[src/sv/ctd_pkg.sv]
// Shared types and constants for the command TLV deframer.
package ctd_pkg;

	localparam int CMD_HDR_BYTES = 8;
	localparam logic [15:0] HDR_LEN = 16'(CMD_HDR_BYTES);
	localparam logic [15:0] NAME_FIRST = 16'd4;
	localparam logic [15:0] NAME_LAST = 16'd7;
	localparam logic [7:0] SKIP_RESET = 8'd12;

	localparam int QUEUE_DEPTH = 4;
	localparam int QPTR_W = $clog2(QUEUE_DEPTH);
	localparam int QCNT_W = $clog2(QUEUE_DEPTH + 1);

	typedef enum logic [1:0] {
		KIND_DESC    = 2'd0,
		KIND_PAYLOAD = 2'd1,
		KIND_SUMMARY = 2'd2
	} ctd_kind_t;

	// Everything one input item causes: an optional descriptor or payload
	// result, optionally followed by the end-of-packet summary.
	typedef struct packed {
		logic        has_main;
		logic        has_sum;
		ctd_kind_t   main_kind;
		logic [31:0] name;
		logic [15:0] offset;
		logic [15:0] plen;
		logic [7:0]  pbyte;
		logic [15:0] pidx;
		logic        pend;
		logic [15:0] count;
	} ctd_rec_t;

endpackage

[src/sv/command_tlv_deframer_unit.sv]
// Top level: accepts one packet byte per cycle while the record queue has room.
// Results reach the ports through the record queue and then the output register.
// Throughput: one byte per cycle in while the queue has room; one result per pop out.
// Two-result bytes need a pop for each; the four-entry record queue absorbs this.
// Reset clears the parse state, the queue and the output stage; header skip returns to 12.
module command_tlv_deframer_unit (
	input  logic        clk,
	input  logic        arst_n,
	input  logic        cfg_valid,
	output logic        cfg_ready,
	input  logic [7:0]  cfg_data,
	input  logic        push,
	output logic        full,
	input  logic [7:0]  data_byte,
	input  logic [15:0] packet_length,
	input  logic        first_of_packet,
	input  logic        pop,
	output logic        empty,
	output logic [1:0]  kind,
	output logic [31:0] command_name,
	output logic [15:0] payload_offset,
	output logic [15:0] payload_length,
	output logic [7:0]  payload_byte,
	output logic [15:0] payload_index,
	output logic        payload_end,
	output logic [15:0] command_count,
	output logic        last_result
);

	ctd_pkg::ctd_rec_t front_rec, q_head;
	logic              front_valid, q_full, q_empty, q_pop;

	assign cfg_ready = 1'b1;
	assign full      = q_full;

	ctd_front u_front (
		.clk             (clk),
		.arst_n          (arst_n),
		.cfg_valid       (cfg_valid),
		.cfg_data        (cfg_data),
		.accept          (push && !q_full),
		.data_byte       (data_byte),
		.packet_length   (packet_length),
		.first_of_packet (first_of_packet),
		.rec_valid       (front_valid),
		.rec             (front_rec)
	);

	ctd_queue u_queue (
		.clk     (clk),
		.arst_n  (arst_n),
		.wr_en   (front_valid),
		.wr_data (front_rec),
		.full    (q_full),
		.rd_en   (q_pop),
		.rd_data (q_head),
		.empty   (q_empty)
	);

	ctd_back u_back (
		.clk            (clk),
		.arst_n         (arst_n),
		.q_data         (q_head),
		.q_empty        (q_empty),
		.q_pop          (q_pop),
		.pop            (pop),
		.empty          (empty),
		.kind           (kind),
		.command_name   (command_name),
		.payload_offset (payload_offset),
		.payload_length (payload_length),
		.payload_byte   (payload_byte),
		.payload_index  (payload_index),
		.payload_end    (payload_end),
		.command_count  (command_count),
		.last_result    (last_result)
	);

endmodule

[src/sv/ctd_front.sv]
// Front end: parse state, per-byte classification into result records.
module ctd_front (
	input  logic              clk,
	input  logic              arst_n,
	input  logic              cfg_valid,
	input  logic [7:0]        cfg_data,
	input  logic              accept,
	input  logic [7:0]        data_byte,
	input  logic [15:0]       packet_length,
	input  logic              first_of_packet,
	output logic              rec_valid,
	output ctd_pkg::ctd_rec_t rec
);

	logic [7:0]  skip_q;
	logic [15:0] pos_q, start_q, len_q, cnt_q;
	logic [31:0] name_q;
	logic        stop_q;

	logic [15:0] p, start, len, cnt, rel;
	logic [31:0] name;
	logic        stop, in_range;
	logic [15:0] pos_n, start_n, len_n, cnt_n;
	logic [31:0] name_n;
	logic        stop_n;

	always_comb begin
		p     = first_of_packet ? 16'd0 : pos_q;
		start = first_of_packet ? {8'h00, skip_q} : start_q;
		len   = first_of_packet ? 16'd0 : len_q;
		cnt   = first_of_packet ? 16'd0 : cnt_q;
		name  = first_of_packet ? 32'd0 : name_q;
		stop  = first_of_packet ? 1'b0 : stop_q;

		pos_n   = (p != 16'hFFFF) ? p + 16'd1 : p;
		start_n = start;
		len_n   = len;
		cnt_n   = cnt;
		name_n  = name;
		stop_n  = stop;
		rec     = '0;
		rec.main_kind = ctd_pkg::KIND_DESC;

		in_range = p < packet_length;
		rel = p - start;

		if (in_range && !stop && p >= start) begin
			if (rel < ctd_pkg::HDR_LEN) begin
				if (rel == 16'd0) begin
					name_n = '0;
					len_n  = '0;
					// not even a full command header left in the packet
					if ({1'b0, start} + {1'b0, ctd_pkg::HDR_LEN} > {1'b0, packet_length})
						stop_n = 1'b1;
					else
						len_n = {data_byte, 8'h00};
				end else if (rel == 16'd1) begin
					len_n = len | {8'h00, data_byte};
					if (len_n < ctd_pkg::HDR_LEN ||
					    {1'b0, start} + {1'b0, len_n} > {1'b0, packet_length})
						stop_n = 1'b1;
				end else if (rel >= ctd_pkg::NAME_FIRST && rel <= ctd_pkg::NAME_LAST) begin
					name_n = {name[23:0], data_byte};
				end
				if (!stop_n && rel == ctd_pkg::HDR_LEN - 16'd1) begin
					cnt_n = cnt + 16'd1;
					rec.has_main  = 1'b1;
					rec.main_kind = ctd_pkg::KIND_DESC;
					rec.name      = name_n;
					rec.offset    = start + ctd_pkg::HDR_LEN;
					rec.plen      = len_n - ctd_pkg::HDR_LEN;
					// header-only command: next one starts right away
					if (len_n == ctd_pkg::HDR_LEN)
						start_n = start + len_n;
				end
			end else if (rel < len) begin
				rec.has_main  = 1'b1;
				rec.main_kind = ctd_pkg::KIND_PAYLOAD;
				rec.name      = name;
				rec.offset    = start + ctd_pkg::HDR_LEN;
				rec.plen      = len - ctd_pkg::HDR_LEN;
				rec.pbyte     = data_byte;
				rec.pidx      = rel - ctd_pkg::HDR_LEN;
				rec.pend      = (rel == len - 16'd1);
				if (rel == len - 16'd1)
					start_n = start + len;
			end else begin
				// packet length changed under a command
				stop_n = 1'b1;
			end
		end

		rec.has_sum = in_range && (p == packet_length - 16'd1);
		rec.count   = cnt_n;
		rec_valid   = accept && (rec.has_main || rec.has_sum);
	end

	always_ff @(posedge clk or negedge arst_n) begin
		if (!arst_n) begin
			skip_q  <= ctd_pkg::SKIP_RESET;
			pos_q   <= '0;
			start_q <= '0;
			len_q   <= '0;
			cnt_q   <= '0;
			name_q  <= '0;
			stop_q  <= 1'b0;
		end else begin
			if (cfg_valid)
				skip_q <= cfg_data;
			if (accept) begin
				pos_q   <= pos_n;
				start_q <= start_n;
				len_q   <= len_n;
				cnt_q   <= cnt_n;
				name_q  <= name_n;
				stop_q  <= stop_n;
			end
		end
	end

endmodule

[src/sv/ctd_queue.sv]
// Short record queue between the front end and the result sequencer.
module ctd_queue (
	input  logic              clk,
	input  logic              arst_n,
	input  logic              wr_en,
	input  ctd_pkg::ctd_rec_t wr_data,
	output logic              full,
	input  logic              rd_en,
	output ctd_pkg::ctd_rec_t rd_data,
	output logic              empty
);

	ctd_pkg::ctd_rec_t               mem_q [ctd_pkg::QUEUE_DEPTH];
	logic [ctd_pkg::QPTR_W-1:0] wr_ptr_q, rd_ptr_q;
	logic [ctd_pkg::QCNT_W-1:0] count_q;

	localparam logic [ctd_pkg::QPTR_W-1:0] PTR_LAST = ctd_pkg::QPTR_W'(ctd_pkg::QUEUE_DEPTH - 1);
	localparam logic [ctd_pkg::QCNT_W-1:0] CNT_FULL = ctd_pkg::QCNT_W'(ctd_pkg::QUEUE_DEPTH);

	logic do_wr, do_rd;

	assign full    = (count_q == CNT_FULL);
	assign empty   = (count_q == '0);
	assign do_wr   = wr_en && !full;
	assign do_rd   = rd_en && !empty;
	assign rd_data = mem_q[rd_ptr_q];

	always_ff @(posedge clk) begin
		if (do_wr)
			mem_q[wr_ptr_q] <= wr_data;
	end

	always_ff @(posedge clk or negedge arst_n) begin
		if (!arst_n) begin
			wr_ptr_q <= '0;
			rd_ptr_q <= '0;
			count_q  <= '0;
		end else begin
			if (do_wr)
				wr_ptr_q <= (wr_ptr_q == PTR_LAST) ? '0 : wr_ptr_q + 1'b1;
			if (do_rd)
				rd_ptr_q <= (rd_ptr_q == PTR_LAST) ? '0 : rd_ptr_q + 1'b1;
			if (do_wr && !do_rd)
				count_q <= count_q + 1'b1;
			else if (do_rd && !do_wr)
				count_q <= count_q - 1'b1;
		end
	end

endmodule

[src/sv/ctd_back.sv]
// Back end: holds one record and hands out its results one per pop.
module ctd_back (
	input  logic              clk,
	input  logic              arst_n,
	input  ctd_pkg::ctd_rec_t q_data,
	input  logic              q_empty,
	output logic              q_pop,
	input  logic              pop,
	output logic              empty,
	output logic [1:0]        kind,
	output logic [31:0]       command_name,
	output logic [15:0]       payload_offset,
	output logic [15:0]       payload_length,
	output logic [7:0]        payload_byte,
	output logic [15:0]       payload_index,
	output logic              payload_end,
	output logic [15:0]       command_count,
	output logic              last_result
);

	ctd_pkg::ctd_rec_t rec_q;
	logic              valid_q;
	logic              sum_phase_q;

	logic cur_sum, taking, done, load;

	assign cur_sum = sum_phase_q || !rec_q.has_main;
	assign taking  = valid_q && pop;
	assign done    = taking && (cur_sum || !rec_q.has_sum);
	assign load    = (!valid_q || done) && !q_empty;
	assign q_pop   = load;
	assign empty   = !valid_q;

	always_comb begin
		command_count = rec_q.count;
		if (cur_sum) begin
			kind           = ctd_pkg::KIND_SUMMARY;
			command_name   = '0;
			payload_offset = '0;
			payload_length = '0;
			payload_byte   = '0;
			payload_index  = '0;
			payload_end    = 1'b0;
			last_result    = 1'b1;
		end else begin
			kind           = rec_q.main_kind;
			command_name   = rec_q.name;
			payload_offset = rec_q.offset;
			payload_length = rec_q.plen;
			payload_byte   = rec_q.pbyte;
			payload_index  = rec_q.pidx;
			payload_end    = rec_q.pend;
			last_result    = !rec_q.has_sum;
		end
	end

	always_ff @(posedge clk) begin
		if (load)
			rec_q <= q_data;
	end

	always_ff @(posedge clk or negedge arst_n) begin
		if (!arst_n) begin
			valid_q     <= 1'b0;
			sum_phase_q <= 1'b0;
		end else if (load) begin
			valid_q     <= 1'b1;
			sum_phase_q <= 1'b0;
		end else if (done) begin
			valid_q     <= 1'b0;
			sum_phase_q <= 1'b0;
		end else if (taking) begin
			sum_phase_q <= 1'b1;
		end
	end

endmodule
[config.mk]
export PLATFORM = sky130hd
export DESIGN_NAME = command_tlv_deframer_unit
export DESIGN_NICKNAME = d
export VERILOG_FILES = /design/src/sv/ctd_pkg.sv /design/src/sv/command_tlv_deframer_unit.sv /design/src/sv/ctd_front.sv /design/src/sv/ctd_queue.sv /design/src/sv/ctd_back.sv
export SDC_FILE = /design/constraint.sdc
export NUM_CORES = 1
export LEC_CHECK = 0
export BUFFER_PORTS_ARGS = -buffer_cell sky130_fd_sc_hd__buf_2
export CAP_MARGIN = 15
export CELL_PAD_IN_SITES_DETAIL_PLACEMENT = 1
export CELL_PAD_IN_SITES_GLOBAL_PLACEMENT = 1
export CORE_MARGIN = 1
export CORE_UTILIZATION = 45
export DETAILED_ROUTE_END_ITERATION = 10
export PLACE_DENSITY_LB_ADDON = 0.1
export SLEW_MARGIN = 20
export SYNTH_ARGS = -nofsm -noshare
export SYNTH_HDL_FRONTEND = slang
export SYNTH_SLANG_ARGS = --single-unit
[constraint.sdc]
create_clock -name clk -period 11.4 [get_ports clk]
set_input_delay 0.57 -clock clk [delete_from_list [all_inputs] [get_ports clk]]
set_output_delay 0.57 -clock clk [all_outputs]
set_load 0.05 [all_outputs]
==> reports/qor.csv <==
stage,metric,value,unit
synth,Yosys top cell area share,0.494,
finish,ratio of cells with drive above 1 in the final layout,0.166,
synth,largest cells by area after synthesis,"edfxtp_1 49%, dfrtp_1 8.5%, mux4_2 7.4%",
synth,most instantiated library cell after synthesis,edfxtp_1,
sta,max_slew headroom,0.137,
sta,Fin Hold WS,67.4,ps
synth,Post-synth top cells,"540 x edfxtp_1, 169 x nand2_1, 134 x ha_1",
synth,Synth Area in XOR/XNOR,0.0424,
finish,"Cell Count, Final, Fillers Out",3636,
outcome,status,completed,
drt,WL/cell,26.3,um
synth,unique cell type count in the Yosys netlist,78,
synth,multiplexer share of the synthesized area,0.0896,
clock_tree,later-pin clock latency in the skew report,610,ps
sta,RSZ-0062 raised after global routing,false,
clock_tree,number of H-tree levels,3,
critical_path,CP peak stage delay,880,ps
critical_path,"Max FO, Critical Path",45,
synth,post-synthesis adder-cell area fraction,0.0541,
critical_path,WP data required,11930,ps
drt,DR iter-0 viols,1635,
synth,Syn Inst Count,2511,
critical_path,reg2reg setup slack,3040,ps
clock_tree,TritonCTS clock tree,yes,
die,die footprint,74000,um^2
clock_tree,clk sinks,654,
place,PortBufs,147,
die,Starting Density,0.457,
synth,Post-synth EDFFs,540,
finish,Area Overhead vs Synth,11.9,%
sta,setup ws final,2830,ps
place,RePlAce Congestion,0.926,
sta,Sum Neg Setup Slack,0,ps
finish,Finished Core Util,0.511,
power,Power Density,212,nW/um^2
sta,Final Hold Fails,0,
die,Cell Rows,98,
clock_tree,Post-CTS Setup Inserts,0,
critical_path,Slowest cell on crit path,mux2i_1,
drt,final wirelength,95500,um
die,I/O Pins,149,
clock_tree,Num CTS Buffers,71,
global_routing,Total GRT Usage,0.261,
clock_tree,cts hold-fix bufs,0,
sta,Final min period,8570,ps
global_routing,vias in the first global route,22400,
drt,via count,21200,
die,die height,272,um
power,Max VDD drop,0.000185,V
synth,main combinational cell family by area after synthesis,simple AND/OR/NAND/NOR gates,
drt,Antenna Nets Post-Route,0,
synth,syn_nets,2688,
sta,Fmax,0.117,GHz
drt,drt drc,0,
min_path,worst hold path type,in2async,
critical_path,Worst setup EP type,flop,
synth,Synth Area in Compound Gates,0.0905,
synth,"Avg Cell Area, Syn",13.1,um^2
critical_path,CP arrival,9100,ps
critical_path,crit path launch type,input pin,
drt,DR vias/cell,5.84,
die,Die X,272,um
place,Detail Placement HPWL,68500,um
synth,Yosys reg bits,654,
synth,Most used DFF post-synth,edfxtp_1,
sta,clock skew,32.5,ps
clock_tree,"CTS clk-pin slew, worst paths",60,ps
drt,First-pass DRT Iterations,6,
clock_tree,CTS-repair resized insts,0,
synth,dominant cell type by area after synthesis,edfxtp_1,
global_routing,GRT overflow,0,
sta,Slew @ Worst Pin,1280,ps
synth,simple-gate share of the synthesized area,0.112,
finish,nets,2807,
synth,YS warnings,0,
place,pre-CTS setup slack,2450,ps
global_routing,largest net degree at the start of global routing,93,
synth,Post-Synthesis Cell Area,32800,um^2
synth,sequential area share after synthesis,0.581,
synth,Synth async-reset ratio,0.174,
clock_tree,Max clock buf depth,3,
critical_path,crit path kind,in2reg,
clock_tree,Clock Tree Root,clkbuf_16,
job,Max-cap violations,0,
sta,final setup fails,0,
power,leak pwr,0.0138,uW
global_routing,first-pass GRT wire length,144000,um
place,placed cells,3507,
sta,Max Slew Vio Count,0,
die,core area,71900,um^2
sta,period utilisation layout,0.752,
global_routing,initial antenna violation count,5,
==> worst paths after layout <==
kind / start / endpoint / cells past startpoint
setup / recovery: first_of_packet / u_front.start_q[15] / 25
hold / removal: arst_n / u_front.len_q[11] / 1
setup reg to reg: u_front.skip_q[1] / u_front.start_q[15] / 24
hold reg to reg: u_front.start_q[2] / u_front.start_q[2] / 2
max in group asynchronous: arst_n / u_queue.rd_ptr_q[1] / 2
min in group clk: cfg_data[5] / u_front.skip_q[5] / 2
==> routing by layer <==
metal	up-vias	track usage	part of all wire
met4	0	0.0566	0.016
met1	11000	0.375	0.46
met3	101	0.0369	0.047
met2	514	0.423	0.48
li1	9601	-	-
met5	-	0	0
==> sequential cells by signal, summed over array words and instances (netlist names), 3 cells and up <==
signal,flops
u_front.pos_q,16
u_front.cnt_q,16
u_queue.count_q,3
u_front.start_q,16
u_queue.mem_q,432
u_back.command_count,16
u_back.rec_q,92
u_front.skip_q,8
u_front.name_q,32
u_front.len_q,16
==> placed cells by master (no fill, tap or decap), types with 85 or more instances in the layout <==
cell type,instances
inv_1,104
dfrtp_1,110
ha_1,134
o21ai_0,123
and2_1,109
edfxtp_1,540
mux4_2,108
a21oi_1,85
nand2_1,169
xnor2_1,120
nor2_1,121
buf_2,145
==> critical path, delay by kind of cell <==
kind	cells	cell delay, ps
xor gates and xnor gates	1	290
buffers and inverters	2	550
AOI/OAI and AO/OA	12	3820
adders and majority gates	2	590
and+or+nand+nor	7	2360
muxes	1	880
==> cell families after synthesis <==
kind of cell / count (synthesis)
and+or+nand+nor: 709
adders and majority gates: 139
other: 1
muxes: 157
AOI/OAI and AO/OA: 447
DFF: 654
xor gates and xnor gates: 159
buffers and inverters: 245
==> layout make-up <==
| type | count | area [um^2] |
|---|---|---|
| antenna | 1 | 2.50 |
| tap | 950 | 1190 |
| inverter | 104 | 390 |
| fill | 7274 | 35100 |
| sequential | 654 | 19100 |
| multi-input combinational | 1612 | 12800 |
| timing repair buffer | 187 | 1050 |
| clock inverter | 43 | 382 |
| clock buffer | 85 | 1850 |
==> power by group <==
part	internal, uW	switching, uW
clock network	1260	954
logic	842	1690
registers	2880	162
==> per-stage QoR <==
stage	cell area [um^2]	power [uW]
after floorplan	32800	4990
after global placement	34500	5600
after detailed placement	34500	5650
after CTS	36700	7880
after global routing	36800	8120
final	36800	7790
Note: power is estimated with default switching activity, not from simulation.
